===== config.mk =====
export PLATFORM = sky130hd
export DESIGN_NAME = circle_row_span
export DESIGN_NICKNAME = d
export VERILOG_FILES = /design/src/rtl/crs_pkg.sv /design/src/rtl/crs_front.sv /design/src/rtl/crs_cell.sv /design/src/rtl/crs_back.sv /design/src/rtl/circle_row_span.sv
export SDC_FILE = /design/constraint.sdc
export NUM_CORES = 2
export LEC_CHECK = 0
export BUFFER_PORTS_ARGS = -buffer_cell sky130_fd_sc_hd__buf_2
export CAP_MARGIN = 20
export CORE_AREA = 4 4 519 521
export CTS_CLUSTER_SIZE = 25
export DETAILED_ROUTE_END_ITERATION = 6
export DIE_AREA = 0 0 523 525
export GPL_TIMING_DRIVEN = 1
export SYNTH_ARGS = -nofsm -noshare
export SYNTH_HDL_FRONTEND = slang
export SYNTH_SLANG_ARGS = --single-unit

===== constraint.sdc =====
create_clock -name clock -period 18.65 [get_ports clock]
set_input_delay 0 -clock clock [delete_from_list [all_inputs] [get_ports clock]]
set_output_delay 0 -clock clock [all_outputs]
set_load 0.03 [all_outputs]

===== src/rtl/crs_pkg.sv =====
// Package for the circle row span block: payload types, lane type and sizes.
package crs_pkg;

   // Widths of the square root datapath
   localparam int ROOT_W     = 15;
   localparam int REM_W      = 31;
   localparam int CELL_COUNT = ROOT_W;

   typedef enum logic [1:0] {
      ST_VALID   = 2'd0,
      ST_EMPTY   = 2'd1,
      ST_INVALID = 2'd2
   } crs_status_type;

   typedef struct packed {
      logic signed [15:0] ctr_x;
      logic signed [15:0] ctr_y;
      logic signed [15:0] radius;
      logic signed [15:0] row_offset;
   } crs_req_type;

   typedef struct packed {
      crs_status_type     status;
      logic [14:0]        half_width;
      logic signed [15:0] left_x;
      logic signed [15:0] right_x;
      logic signed [15:0] row_y;
   } crs_rsp_type;

   // What travels down the root cell chain with each request
   typedef struct packed {
      crs_status_type     status;
      logic [15:0]        ctr_x;
      logic [15:0]        row_y;
      logic [REM_W-1:0]   rem;
      logic [ROOT_W-1:0]  root;
   } crs_lane_type;

endpackage


===== src/rtl/crs_front.sv =====
// Front stages: request register, squares, and row classification.
module crs_front (
   input  logic                clock,
   input  logic                reset,
   input  logic                in_valid,
   input  crs_pkg::crs_req_type in_req,
   output logic                in_ready,
   output logic                out_valid,
   output crs_pkg::crs_lane_type out_lane,
   input  logic                out_ready
);
   import crs_pkg::*;

   // Stage one: request register
   logic        s1_valid_ff, s1_valid_in;
   crs_req_type s1_req_ff;
   logic        s1_ready;

   // Stage two: squares and flags
   logic        s2_valid_ff, s2_valid_in;
   logic        s2_ready;
   logic        s2_invalid_ff, s2_invalid_in;
   logic [29:0] s2_r_sq_ff, s2_r_sq_in;
   logic [30:0] s2_off_sq_ff, s2_off_sq_in;
   logic [15:0] s2_cx_ff, s2_row_y_ff, s2_row_y_in;

   logic [15:0] off_mag;
   logic [30:0] off_prod;
   logic [29:0] diff;

   assign s2_ready = !s2_valid_ff || out_ready;
   assign s1_ready = !s1_valid_ff || s2_ready;
   assign in_ready = s1_ready;

   assign s1_valid_in = s1_ready ? in_valid : s1_valid_ff;
   assign s2_valid_in = s2_ready ? s1_valid_ff : s2_valid_ff;

   // Magnitudes and squares from the registered request
   always_comb begin
      off_mag       = s1_req_ff.row_offset[15] ? (~s1_req_ff.row_offset + 16'd1)
                                               : s1_req_ff.row_offset;
      off_prod      = {15'd0, off_mag} * {15'd0, off_mag};
      s2_off_sq_in  = off_prod;
      s2_r_sq_in    = {15'd0, s1_req_ff.radius[14:0]} * {15'd0, s1_req_ff.radius[14:0]};
      s2_invalid_in = s1_req_ff.radius[15] || (s1_req_ff.radius == 16'sd0);
      s2_row_y_in   = s1_req_ff.ctr_y + s1_req_ff.row_offset;
   end

   always_ff @(posedge clock) begin
      if (reset) begin
         s1_valid_ff <= 1'b0;
         s2_valid_ff <= 1'b0;
      end else begin
         s1_valid_ff <= s1_valid_in;
         s2_valid_ff <= s2_valid_in;
      end
   end

   always_ff @(posedge clock) begin
      if (s1_ready && in_valid) begin
         s1_req_ff <= in_req;
      end
      if (s2_ready && s1_valid_ff) begin
         s2_invalid_ff <= s2_invalid_in;
         s2_r_sq_ff    <= s2_r_sq_in;
         s2_off_sq_ff  <= s2_off_sq_in;
         s2_cx_ff      <= s1_req_ff.ctr_x;
         s2_row_y_ff   <= s2_row_y_in;
      end
   end

   // Classify the row; a row inside the circle starts the root with its remainder
   always_comb begin
      diff              = s2_r_sq_ff - s2_off_sq_ff[29:0];
      out_valid         = s2_valid_ff;
      out_lane.ctr_x    = s2_cx_ff;
      out_lane.row_y    = s2_row_y_ff;
      out_lane.root     = '0;
      out_lane.rem      = '0;
      priority if (s2_invalid_ff) begin
         out_lane.status = ST_INVALID;
      end else if (s2_off_sq_ff > {1'b0, s2_r_sq_ff}) begin
         out_lane.status = ST_EMPTY;
      end else begin
         out_lane.status = ST_VALID;
         out_lane.rem    = {1'b0, diff};
      end
   end

endmodule


===== src/rtl/crs_cell.sv =====
// Square root cell: settles one root bit and passes the request on.
module crs_cell #(
   parameter int BIT = 0
) (
   input  logic                 clock,
   input  logic                 reset,
   input  logic                 in_valid,
   input  crs_pkg::crs_lane_type in_lane,
   output logic                 in_ready,
   output logic                 out_valid,
   output crs_pkg::crs_lane_type out_lane,
   input  logic                 out_ready
);
   import crs_pkg::*;

   logic         valid_ff, valid_in;
   crs_lane_type lane_ff, lane_in;
   logic [REM_W-1:0] trial;

   assign in_ready = !valid_ff || out_ready;
   assign valid_in = in_ready ? in_valid : valid_ff;

   // Try setting this bit: (2*root + 2^BIT) * 2^BIT against the remainder
   always_comb begin
      trial   = (REM_W'(in_lane.root) << (BIT + 1)) + (REM_W'(1) << (2 * BIT));
      lane_in = in_lane;
      if (in_lane.rem >= trial) begin
         lane_in.rem  = in_lane.rem - trial;
         lane_in.root = in_lane.root | (ROOT_W'(1) << BIT);
      end
   end

   always_ff @(posedge clock) begin
      if (reset) begin
         valid_ff <= 1'b0;
      end else begin
         valid_ff <= valid_in;
      end
   end

   always_ff @(posedge clock) begin
      if (in_ready && in_valid) begin
         lane_ff <= lane_in;
      end
   end

   assign out_valid = valid_ff;
   assign out_lane  = lane_ff;

endmodule


===== src/rtl/crs_back.sv =====
// Back stage: span edges, final status and the response register.
module crs_back (
   input  logic                 clock,
   input  logic                 reset,
   input  logic                 in_valid,
   input  crs_pkg::crs_lane_type in_lane,
   output logic                 in_ready,
   output logic                 out_valid,
   output crs_pkg::crs_rsp_type  out_rsp,
   input  logic                 out_stall
);
   import crs_pkg::*;

   logic        valid_ff, valid_in;
   crs_rsp_type rsp_ff, rsp_in;
   logic [15:0] hw_ext;

   assign in_ready = !valid_ff || !out_stall;
   assign valid_in = in_ready ? in_valid : valid_ff;

   // A zero root inside the circle is an empty row too
   always_comb begin
      hw_ext = {1'b0, in_lane.root};
      rsp_in = '0;
      if (in_lane.status == ST_VALID) begin
         if (in_lane.root == '0) begin
            rsp_in.status = ST_EMPTY;
         end else begin
            rsp_in.status     = ST_VALID;
            rsp_in.half_width = in_lane.root;
            rsp_in.left_x     = in_lane.ctr_x - hw_ext;
            rsp_in.right_x    = in_lane.ctr_x + hw_ext;
            rsp_in.row_y      = in_lane.row_y;
         end
      end else begin
         rsp_in.status = in_lane.status;
      end
   end

   always_ff @(posedge clock) begin
      if (reset) begin
         valid_ff <= 1'b0;
      end else begin
         valid_ff <= valid_in;
      end
   end

   always_ff @(posedge clock) begin
      if (in_ready && in_valid) begin
         rsp_ff <= rsp_in;
      end
   end

   assign out_valid = valid_ff;
   assign out_rsp   = rsp_ff;

endmodule


===== src/rtl/circle_row_span.sv =====
// Top level of the circle row span block: front stages, root cell chain, response stage.
//
//   channel   direction   handshake              payload
//   req       in          req_valid / req_stall  req_data   (crs_req_type)
//   rsp       out         rsp_valid / rsp_stall  rsp_data   (crs_rsp_type)
//
// One request per cycle sustained while rsp_stall is low; each response passes through
// two front stages, fifteen root cells (one root bit each) and the response register.
// Every stage holds one request with its own valid bit and fills bubbles ahead of a stall.
// Synchronous active-high reset clears all valid bits; payload registers are not reset.
// A stalled response holds while earlier stages keep accepting until they are full.
module circle_row_span (
   input  logic                 clock,
   input  logic                 reset,
   input  logic                 req_valid,
   output logic                 req_stall,
   input  crs_pkg::crs_req_type  req_data,
   output logic                 rsp_valid,
   input  logic                 rsp_stall,
   output crs_pkg::crs_rsp_type  rsp_data
);
   import crs_pkg::*;

   logic         chain_valid [CELL_COUNT+1];
   logic         chain_ready [CELL_COUNT+1];
   crs_lane_type chain_lane  [CELL_COUNT+1];
   logic         front_ready;

   assign req_stall = !front_ready;

   crs_front u_front (
      .clock     (clock),
      .reset     (reset),
      .in_valid  (req_valid),
      .in_req    (req_data),
      .in_ready  (front_ready),
      .out_valid (chain_valid[0]),
      .out_lane  (chain_lane[0]),
      .out_ready (chain_ready[0])
   );

   // Root cells, most significant bit first
   for (genvar i = 0; i < CELL_COUNT; i++) begin : g_cell
      crs_cell #(
         .BIT (CELL_COUNT - 1 - i)
      ) u_cell (
         .clock     (clock),
         .reset     (reset),
         .in_valid  (chain_valid[i]),
         .in_lane   (chain_lane[i]),
         .in_ready  (chain_ready[i]),
         .out_valid (chain_valid[i+1]),
         .out_lane  (chain_lane[i+1]),
         .out_ready (chain_ready[i+1])
      );
   end

   crs_back u_back (
      .clock     (clock),
      .reset     (reset),
      .in_valid  (chain_valid[CELL_COUNT]),
      .in_lane   (chain_lane[CELL_COUNT]),
      .in_ready  (chain_ready[CELL_COUNT]),
      .out_valid (rsp_valid),
      .out_rsp   (rsp_data),
      .out_stall (rsp_stall)
   );

endmodule


Yosys cells after proc, flatten, opt, wreduce, memory -nomap -nowiden
Cells that the tools add are included.
{"block": "word_totals", "input_bits": 68, "out_inout_bits": 67, "register_bits": 1410, "wordCells": 254}
{"block": "classes", "mux": 20, "order_cmp": 16, "mul": 2, "reduce_logical": 61, "addsub": 33, "bitwise": 2}
{"op": "$mux W46", "count": 14}
{"op": "$ge A31 B31 Y1", "count": 14}
{"op": "$sub A31 B31 Y31", "count": 13}
{"op": "$ge A31 B29 Y1 const B", "count": 1}
{"op": "$gt A31 B30 Y1", "count": 1}
{"op": "$mul A16 B16 Y31", "count": 1}
{"op": "$mux W31", "count": 1}
{"op": "$sub A31 B29 Y31 const B", "count": 1}
{"op": "$add A29 B27 Y30 const B", "count": 1}
{"op": "$mul A15 B15 Y30", "count": 1}
{"op": "$mux W30", "count": 1}
{"op": "$sub A30 B30 Y30", "count": 1}
{"op": "$add A28 B25 Y29 const B", "count": 1}
{"op": "$add A27 B23 Y28 const B", "count": 1}
{"op": "$add A26 B21 Y27 const B", "count": 1}
{"op": "$add A25 B19 Y26 const B", "count": 1}
{"op": "$add A24 B17 Y25 const B", "count": 1}
{"op": "$add A23 B15 Y24 const B", "count": 1}
{"op": "$add A22 B13 Y23 const B", "count": 1}
{"op": "$add A21 B11 Y22 const B", "count": 1}
{"op": "$add A20 B9 Y21 const B", "count": 1}
{"op": "$add A19 B7 Y20 const B", "count": 1}
{"op": "$logic_not A1 Y1", "count": 20}
{"op": "$add A18 B5 Y19 const B", "count": 1}
{"op": "17 further kinds", "count": 53}

Logic depth before layout (Yosys ltp)
{"block": "depth", "word_depth": 20, "depth_mapped": 31}

Modules after synthesis
From an unflattened synthesis, not the netlist that was laid out.
{"block": "unflattened", "cells_unflattened": 6857, "hier_area_um2": 82973.3}
{"mod": "crs_front", "seq_area_each_um2": 4724.5, "cells_per_inst": 2131, "n_inst": 1, "area_each_um2": 21340.5}
{"mod": "crs_cell (g_cell[13].u_cell)", "seq_area_each_um2": 2422.3, "cells_per_inst": 331, "n_inst": 1, "area_each_um2": 4119.0}
{"mod": "crs_cell (g_cell[12].u_cell)", "seq_area_each_um2": 2422.3, "cells_per_inst": 317, "n_inst": 1, "area_each_um2": 4023.9}
{"mod": "crs_cell (g_cell[7].u_cell)", "seq_area_each_um2": 2422.3, "cells_per_inst": 313, "n_inst": 1, "area_each_um2": 3965.1}
{"mod": "crs_cell (g_cell[8].u_cell)", "seq_area_each_um2": 2422.3, "cells_per_inst": 298, "n_inst": 1, "area_each_um2": 3937.5}
{"mod": "crs_cell (g_cell[11].u_cell)", "seq_area_each_um2": 2422.3, "cells_per_inst": 311, "n_inst": 1, "area_each_um2": 3933.8}
{"mod": "crs_cell (g_cell[14].u_cell)", "seq_area_each_um2": 2422.3, "cells_per_inst": 317, "n_inst": 1, "area_each_um2": 3925.0}
{"mod": "crs_cell (g_cell[6].u_cell)", "seq_area_each_um2": 2422.3, "cells_per_inst": 303, "n_inst": 1, "area_each_um2": 3917.5}
{"mod": "crs_cell (g_cell[10].u_cell)", "seq_area_each_um2": 2422.3, "cells_per_inst": 307, "n_inst": 1, "area_each_um2": 3908.7}
{"mod": "crs_back", "seq_area_each_um2": 1941.9, "cells_per_inst": 370, "n_inst": 1, "area_each_um2": 3868.7}
{"mod": "crs_cell (g_cell[9].u_cell)", "seq_area_each_um2": 2422.3, "cells_per_inst": 297, "n_inst": 1, "area_each_um2": 3868.7}
{"mod": "crs_cell (g_cell[2].u_cell)", "seq_area_each_um2": 2422.3, "cells_per_inst": 273, "n_inst": 1, "area_each_um2": 3809.9}
{"mod": "crs_cell (g_cell[5].u_cell)", "seq_area_each_um2": 2422.3, "cells_per_inst": 271, "n_inst": 1, "area_each_um2": 3773.6}
{"mod": "crs_cell (g_cell[3].u_cell)", "seq_area_each_um2": 2422.3, "cells_per_inst": 256, "n_inst": 1, "area_each_um2": 3707.3}
{"mod": "+4 rows"}

Worst setup path before layout
OpenSTA, ideal clock, no wires.
{"block": "synth_path", "path_kind": "register to register", "from": "reg u_front.s1_req_ff[4] (netlist bit)", "to": "reg u_front.s2_off_sq_ff[30] (data pin)", "setup_slack_ns": 10.748, "stages_incl_launch_ff": 29, "arrival_time_ns": 7.644, "path_buffers": 0, "t_required_ns": 18.392, "setup_time_ns": 0.258, "cell_sequence": "edfxtp_1 > or4_1 > or3_1 > nor2_1 > nand2_1 > and2_1 > xor2_1 > inv_1 > nor2_1 > fa_1 > inv_1 > fa_1 > inv_1 > fa_1 > fa_1 > fa_1 > inv_1 > fa_1 > inv_1 > ha_1 > a21o_1 > a21o_1 > a2111oi_0 > o32ai_1 > a221o_1 > a21oi_1 > a21oi_1 > nor2_1 > xnor2_1"}
{"block": "synth_between", "elab_chain_len": 4}
{"item": "start, declared", "line_no": "crs_front.sv:16", "text": "crs_req_type s1_req_ff;"}
{"item": "start signal, assigned", "line_no": "crs_front.sv:61", "text": "s1_req_ff <= in_req;"}
{"item": "$not A16 Y16", "line_no": "crs_front.sv:40", "text": "off_mag = s1_req_ff.row_offset[15] ? (~s1_req_ff.row_offset + 16'd1)"}
{"item": "$add A16 B1 Y16", "line_no": "crs_front.sv:40"}
{"item": "$mux W16 *", "line_no": "crs_front.sv:40"}
{"item": "$mul A16 B16 Y31 *", "line_no": "crs_front.sv:42", "text": "off_prod = {15'd0, off_mag} * {15'd0, off_mag};"}
{"item": "via u_front.off_prod[30]", "line_no": "crs_front.sv:28", "text": "logic [30:0] off_prod;"}
{"item": "end signal, assigned", "line_no": "crs_front.sv:66", "text": "s2_off_sq_ff <= s2_off_sq_in;"}
{"item": "end, declared", "line_no": "crs_front.sv:24", "text": "logic [30:0] s2_off_sq_ff, s2_off_sq_in;"}
Mark *: on every way through the listed nets, which the timed path passes. The rest lies on a longest branch.
A chain may end at the register's enable or synchronous reset.

Worst setup path in the final report
{"block": "layout_path", "from": "reg u_front.s1_req_ff[5] (netlist bit)", "to": "reg u_front.s2_off_sq_ff[30] (data pin)"}
The elaborated chain is that of the path after synthesis.

==> flow_metrics.tcl <==
set metrics [dict create \
    grt_max_degree 80 \
    synth_async_sr_flop_share 0 \
    dp_slack_ns 9.52 \
    final.setup.tns_ns 0 \
    yosys_warnings 0 \
    synth-edff-count 1284 \
    gp_congestion 0.881 \
    worst-path-buf-inv 5 \
    ioPinCount 135 \
    period_share 0.490 \
    cts_buffer_depth 3 \
    hold_class "input port to flop" \
    crit_path_frequent_cell "fa_1" \
    leakagePower_nw 29.4 \
    core_area_mm2 0.265 \
    yosysSeqAreaShare 0.589 \
    fin_cells 8910 \
    ys_ff_latch 1302 \
    cts_buffers 121 \
    drcViolationCount 3 \
    hold_buffers 133 \
    first_global_vias 38200 \
    fp.dieH_um 525 \
    die_area_mm2 0.275 \
    vias 36600 \
    drt-pass1-iter-count 7 \
    yosys.area.top_type_share 0.584 \
    n_antenna_cell 0 \
    syn_avg_cell_area_um2 13.4 \
    synth_common_cells "edfxtp_1 (1284), inv_1 (655), ha_1 (420)" \
    placed_cells 8551 \
    synth_top_area_cell "edfxtp_1" \
    hpwl_um 94300 \
    synth_cell_types 79 \
    fmaxAchievable_ghz 0.109 \
    slew_violations 0 \
    finalCriticalPeriod_ns 9.15 \
    placed_cell_area_mm2 0.0713 \
    worst_clock_skew_ns 0.0476 \
    worstSetupEndpointType "flop" \
    clk_pin_slew_ns 0.06 \
    finalNetCount 6067 \
    wire_per_inst_um 13.9 \
    critPathKind "flop to flop" \
    numPortBuffers 134 \
    cts_tree "done" \
    synthTopCellsByArea "edfxtp_1 (58%), fa_1 (9.2%), ha_1 (8.0%), inv_1 (3.7%), xnor2_1 (2.5%)" \
    rsz0062_at_grt "no" \
    cap_viol_max_count 0 \
    worstMarginPinSlew_ns 1.02 \
    fin_area_mm2 0.0767 \
    syn_inst 4923 \
    outcome "finished, violations left" \
    first_iter_violations 1919 \
    grtUsageTotal 0.0900 \
    viasPerCell 4.10 \
    violations "DRC" \
    cp.arrival_ns 9.61 \
    cts_root_buf "clkbuf_16" \
    powerDensity_mw_per_mm2 175 \
    crit_family "adder cells" \
    dieWidth_um 523 \
    maxSlewHeadroom 0.316 \
    finalSetupViolCount 0 \
    wirelength_um 124000 \
    fillerInstances 26400 \
    crit_fanout 10 \
    grt_first_pass_wirelength_um 202000 \
    yosys.cell_count.top_type "edfxtp_1" \
    cpPeakStageDelay_ns 0.78 \
    overflow 0 \
    cts-resized-gates 0 \
    clk_latency_ns 0.75 \
    critPathRequiredTime_ns 19.11 \
    cts-htree-levels 3 \
    initial_core_util 0.250 \
    ir_drop_v 0.000600 \
    clkSinkCount 1302 \
    slowest_stage "xor2_1" \
    syn_to_final_growth_pct 16.1 \
    rows 189 \
    antenna_found_initial 3 \
    ys.flop_type "edfxtp_1" \
    worst_setup_path_start_kind "flop" \
    power_mw 13.4 \
    drive_gt1_frac 0.0781 \
    hold_violations 0 \
    post_cts_buffers 0 \
    syn_area_mm2 0.0660 \
    ant_nets 0 \
    setup_ws_ns 9.50 \
]
layout by cell type (no fill, tap or decap), types with 42 or more instances in the layout:
master / instances
nor3_1: 90
a21o_1: 93
nand3_1: 60
nor2_1: 301
dlygate4sd3_1: 133
nand2b_1: 42
xnor2_1: 187
xor2_1: 125
o21a_1: 48
edfxtp_1: 1284
nand2_1: 263
fa_1: 304
inv_1: 655
clkbuf_16: 121
nor4_1: 73
buf_2: 134
a21oi_1: 209
and2_1: 79
o21ai_0: 141
ha_1: 420
kinds of logic after synthesis:
logic type / share of synthesized area
AOI/OAI and AO/OA: 0.0629
adders and majority gates: 0.172
DFF: 0.589
muxes: 0.00462
buffers and inverters: 0.0424
xor gates and xnor gates: 0.0414
and+or+nand+nor: 0.0874
other: 0.000114
state kept, by name (all words and copies together), names as in the netlist:
name and count:
u_front.s2_invalid_ff 1, u_front.s2_row_y_ff 16, g_cell.u_cell.out_valid 15, u_front.s1_valid_ff 1, u_back.out_valid 1, u_front.out_valid 1
g_cell.u_cell.out_lane 1064, u_front.s1_req_ff 64, u_back.out_rsp 64, u_front.s2_cx_ff 16, u_front.s2_r_sq_ff 29, u_front.s2_off_sq_ff 30
through the flow:
stage               hold WS [ns]  utilization
finish                     0.240        0.290
global route               0.213        0.290
CTS                        0.194        0.290
detailed placement         0.178        0.269
global placement           0.177        0.269
floorplan                 0.0989            -
report_power, final:
group	switching (mW)	leakage [nW]	internal (mW)	total (mW)
Combinational	4.09	15.7	3.07	7.16
Clock	1.08	1.96	1.43	2.51
Sequential	0.0791	11.7	3.66	3.74
Total	5.25	29.4	8.17	13.4
area by class of cell:
type | instances | area (µm²) | share of cell area
Clock buffer | 142 | 3110 | 0.0405
Clock inverter | 83 | 971 | 0.0127
Inverter | 659 | 2470 | 0.0323
Multi-Input combinational cell | 2890 | 24500 | 0.320
Sequential cell | 1302 | 38900 | 0.507
Tap cell | 3533 | 4420 | 0.0576
Timing Repair Buffer | 301 | 2260 | 0.0294
per-layer routing:
metal  share of wire  global-route usage
met4           0.033              0.0281
met2            0.49               0.156
met1            0.44               0.113
met5               0                   0
met3           0.038              0.0155
path summary, 6_finish.rpt:
path	start	slack, ns	end	cells past startpoint
max	u_front.s1_req_ff[5]	9.50	u_front.s2_off_sq_ff[30]	28
min	reset	0.24	g_cell[12].u_cell.out_valid	3
max reg2reg	u_front.s1_req_ff[5]	9.50	u_front.s2_off_sq_ff[30]	28
min reg2reg	g_cell[4].u_cell.out_lane[51]	0.39	g_cell[5].u_cell.out_lane[51]	0
worst reg2reg max path: cells and delay by family, from the launching register on:
family | cells | cell delay (ns)
adder cells (fa/ha/maj) | 7 | 3.28
AO/OA/AOI/OAI | 7 | 1.80
XOR/XNOR | 2 | 0.86
buffers and inverters | 5 | 0.67
AND/OR/NAND/NOR | 7 | 1.79
flip-flops | 1 | 0.50
Power figures use the tool's default switching activity.
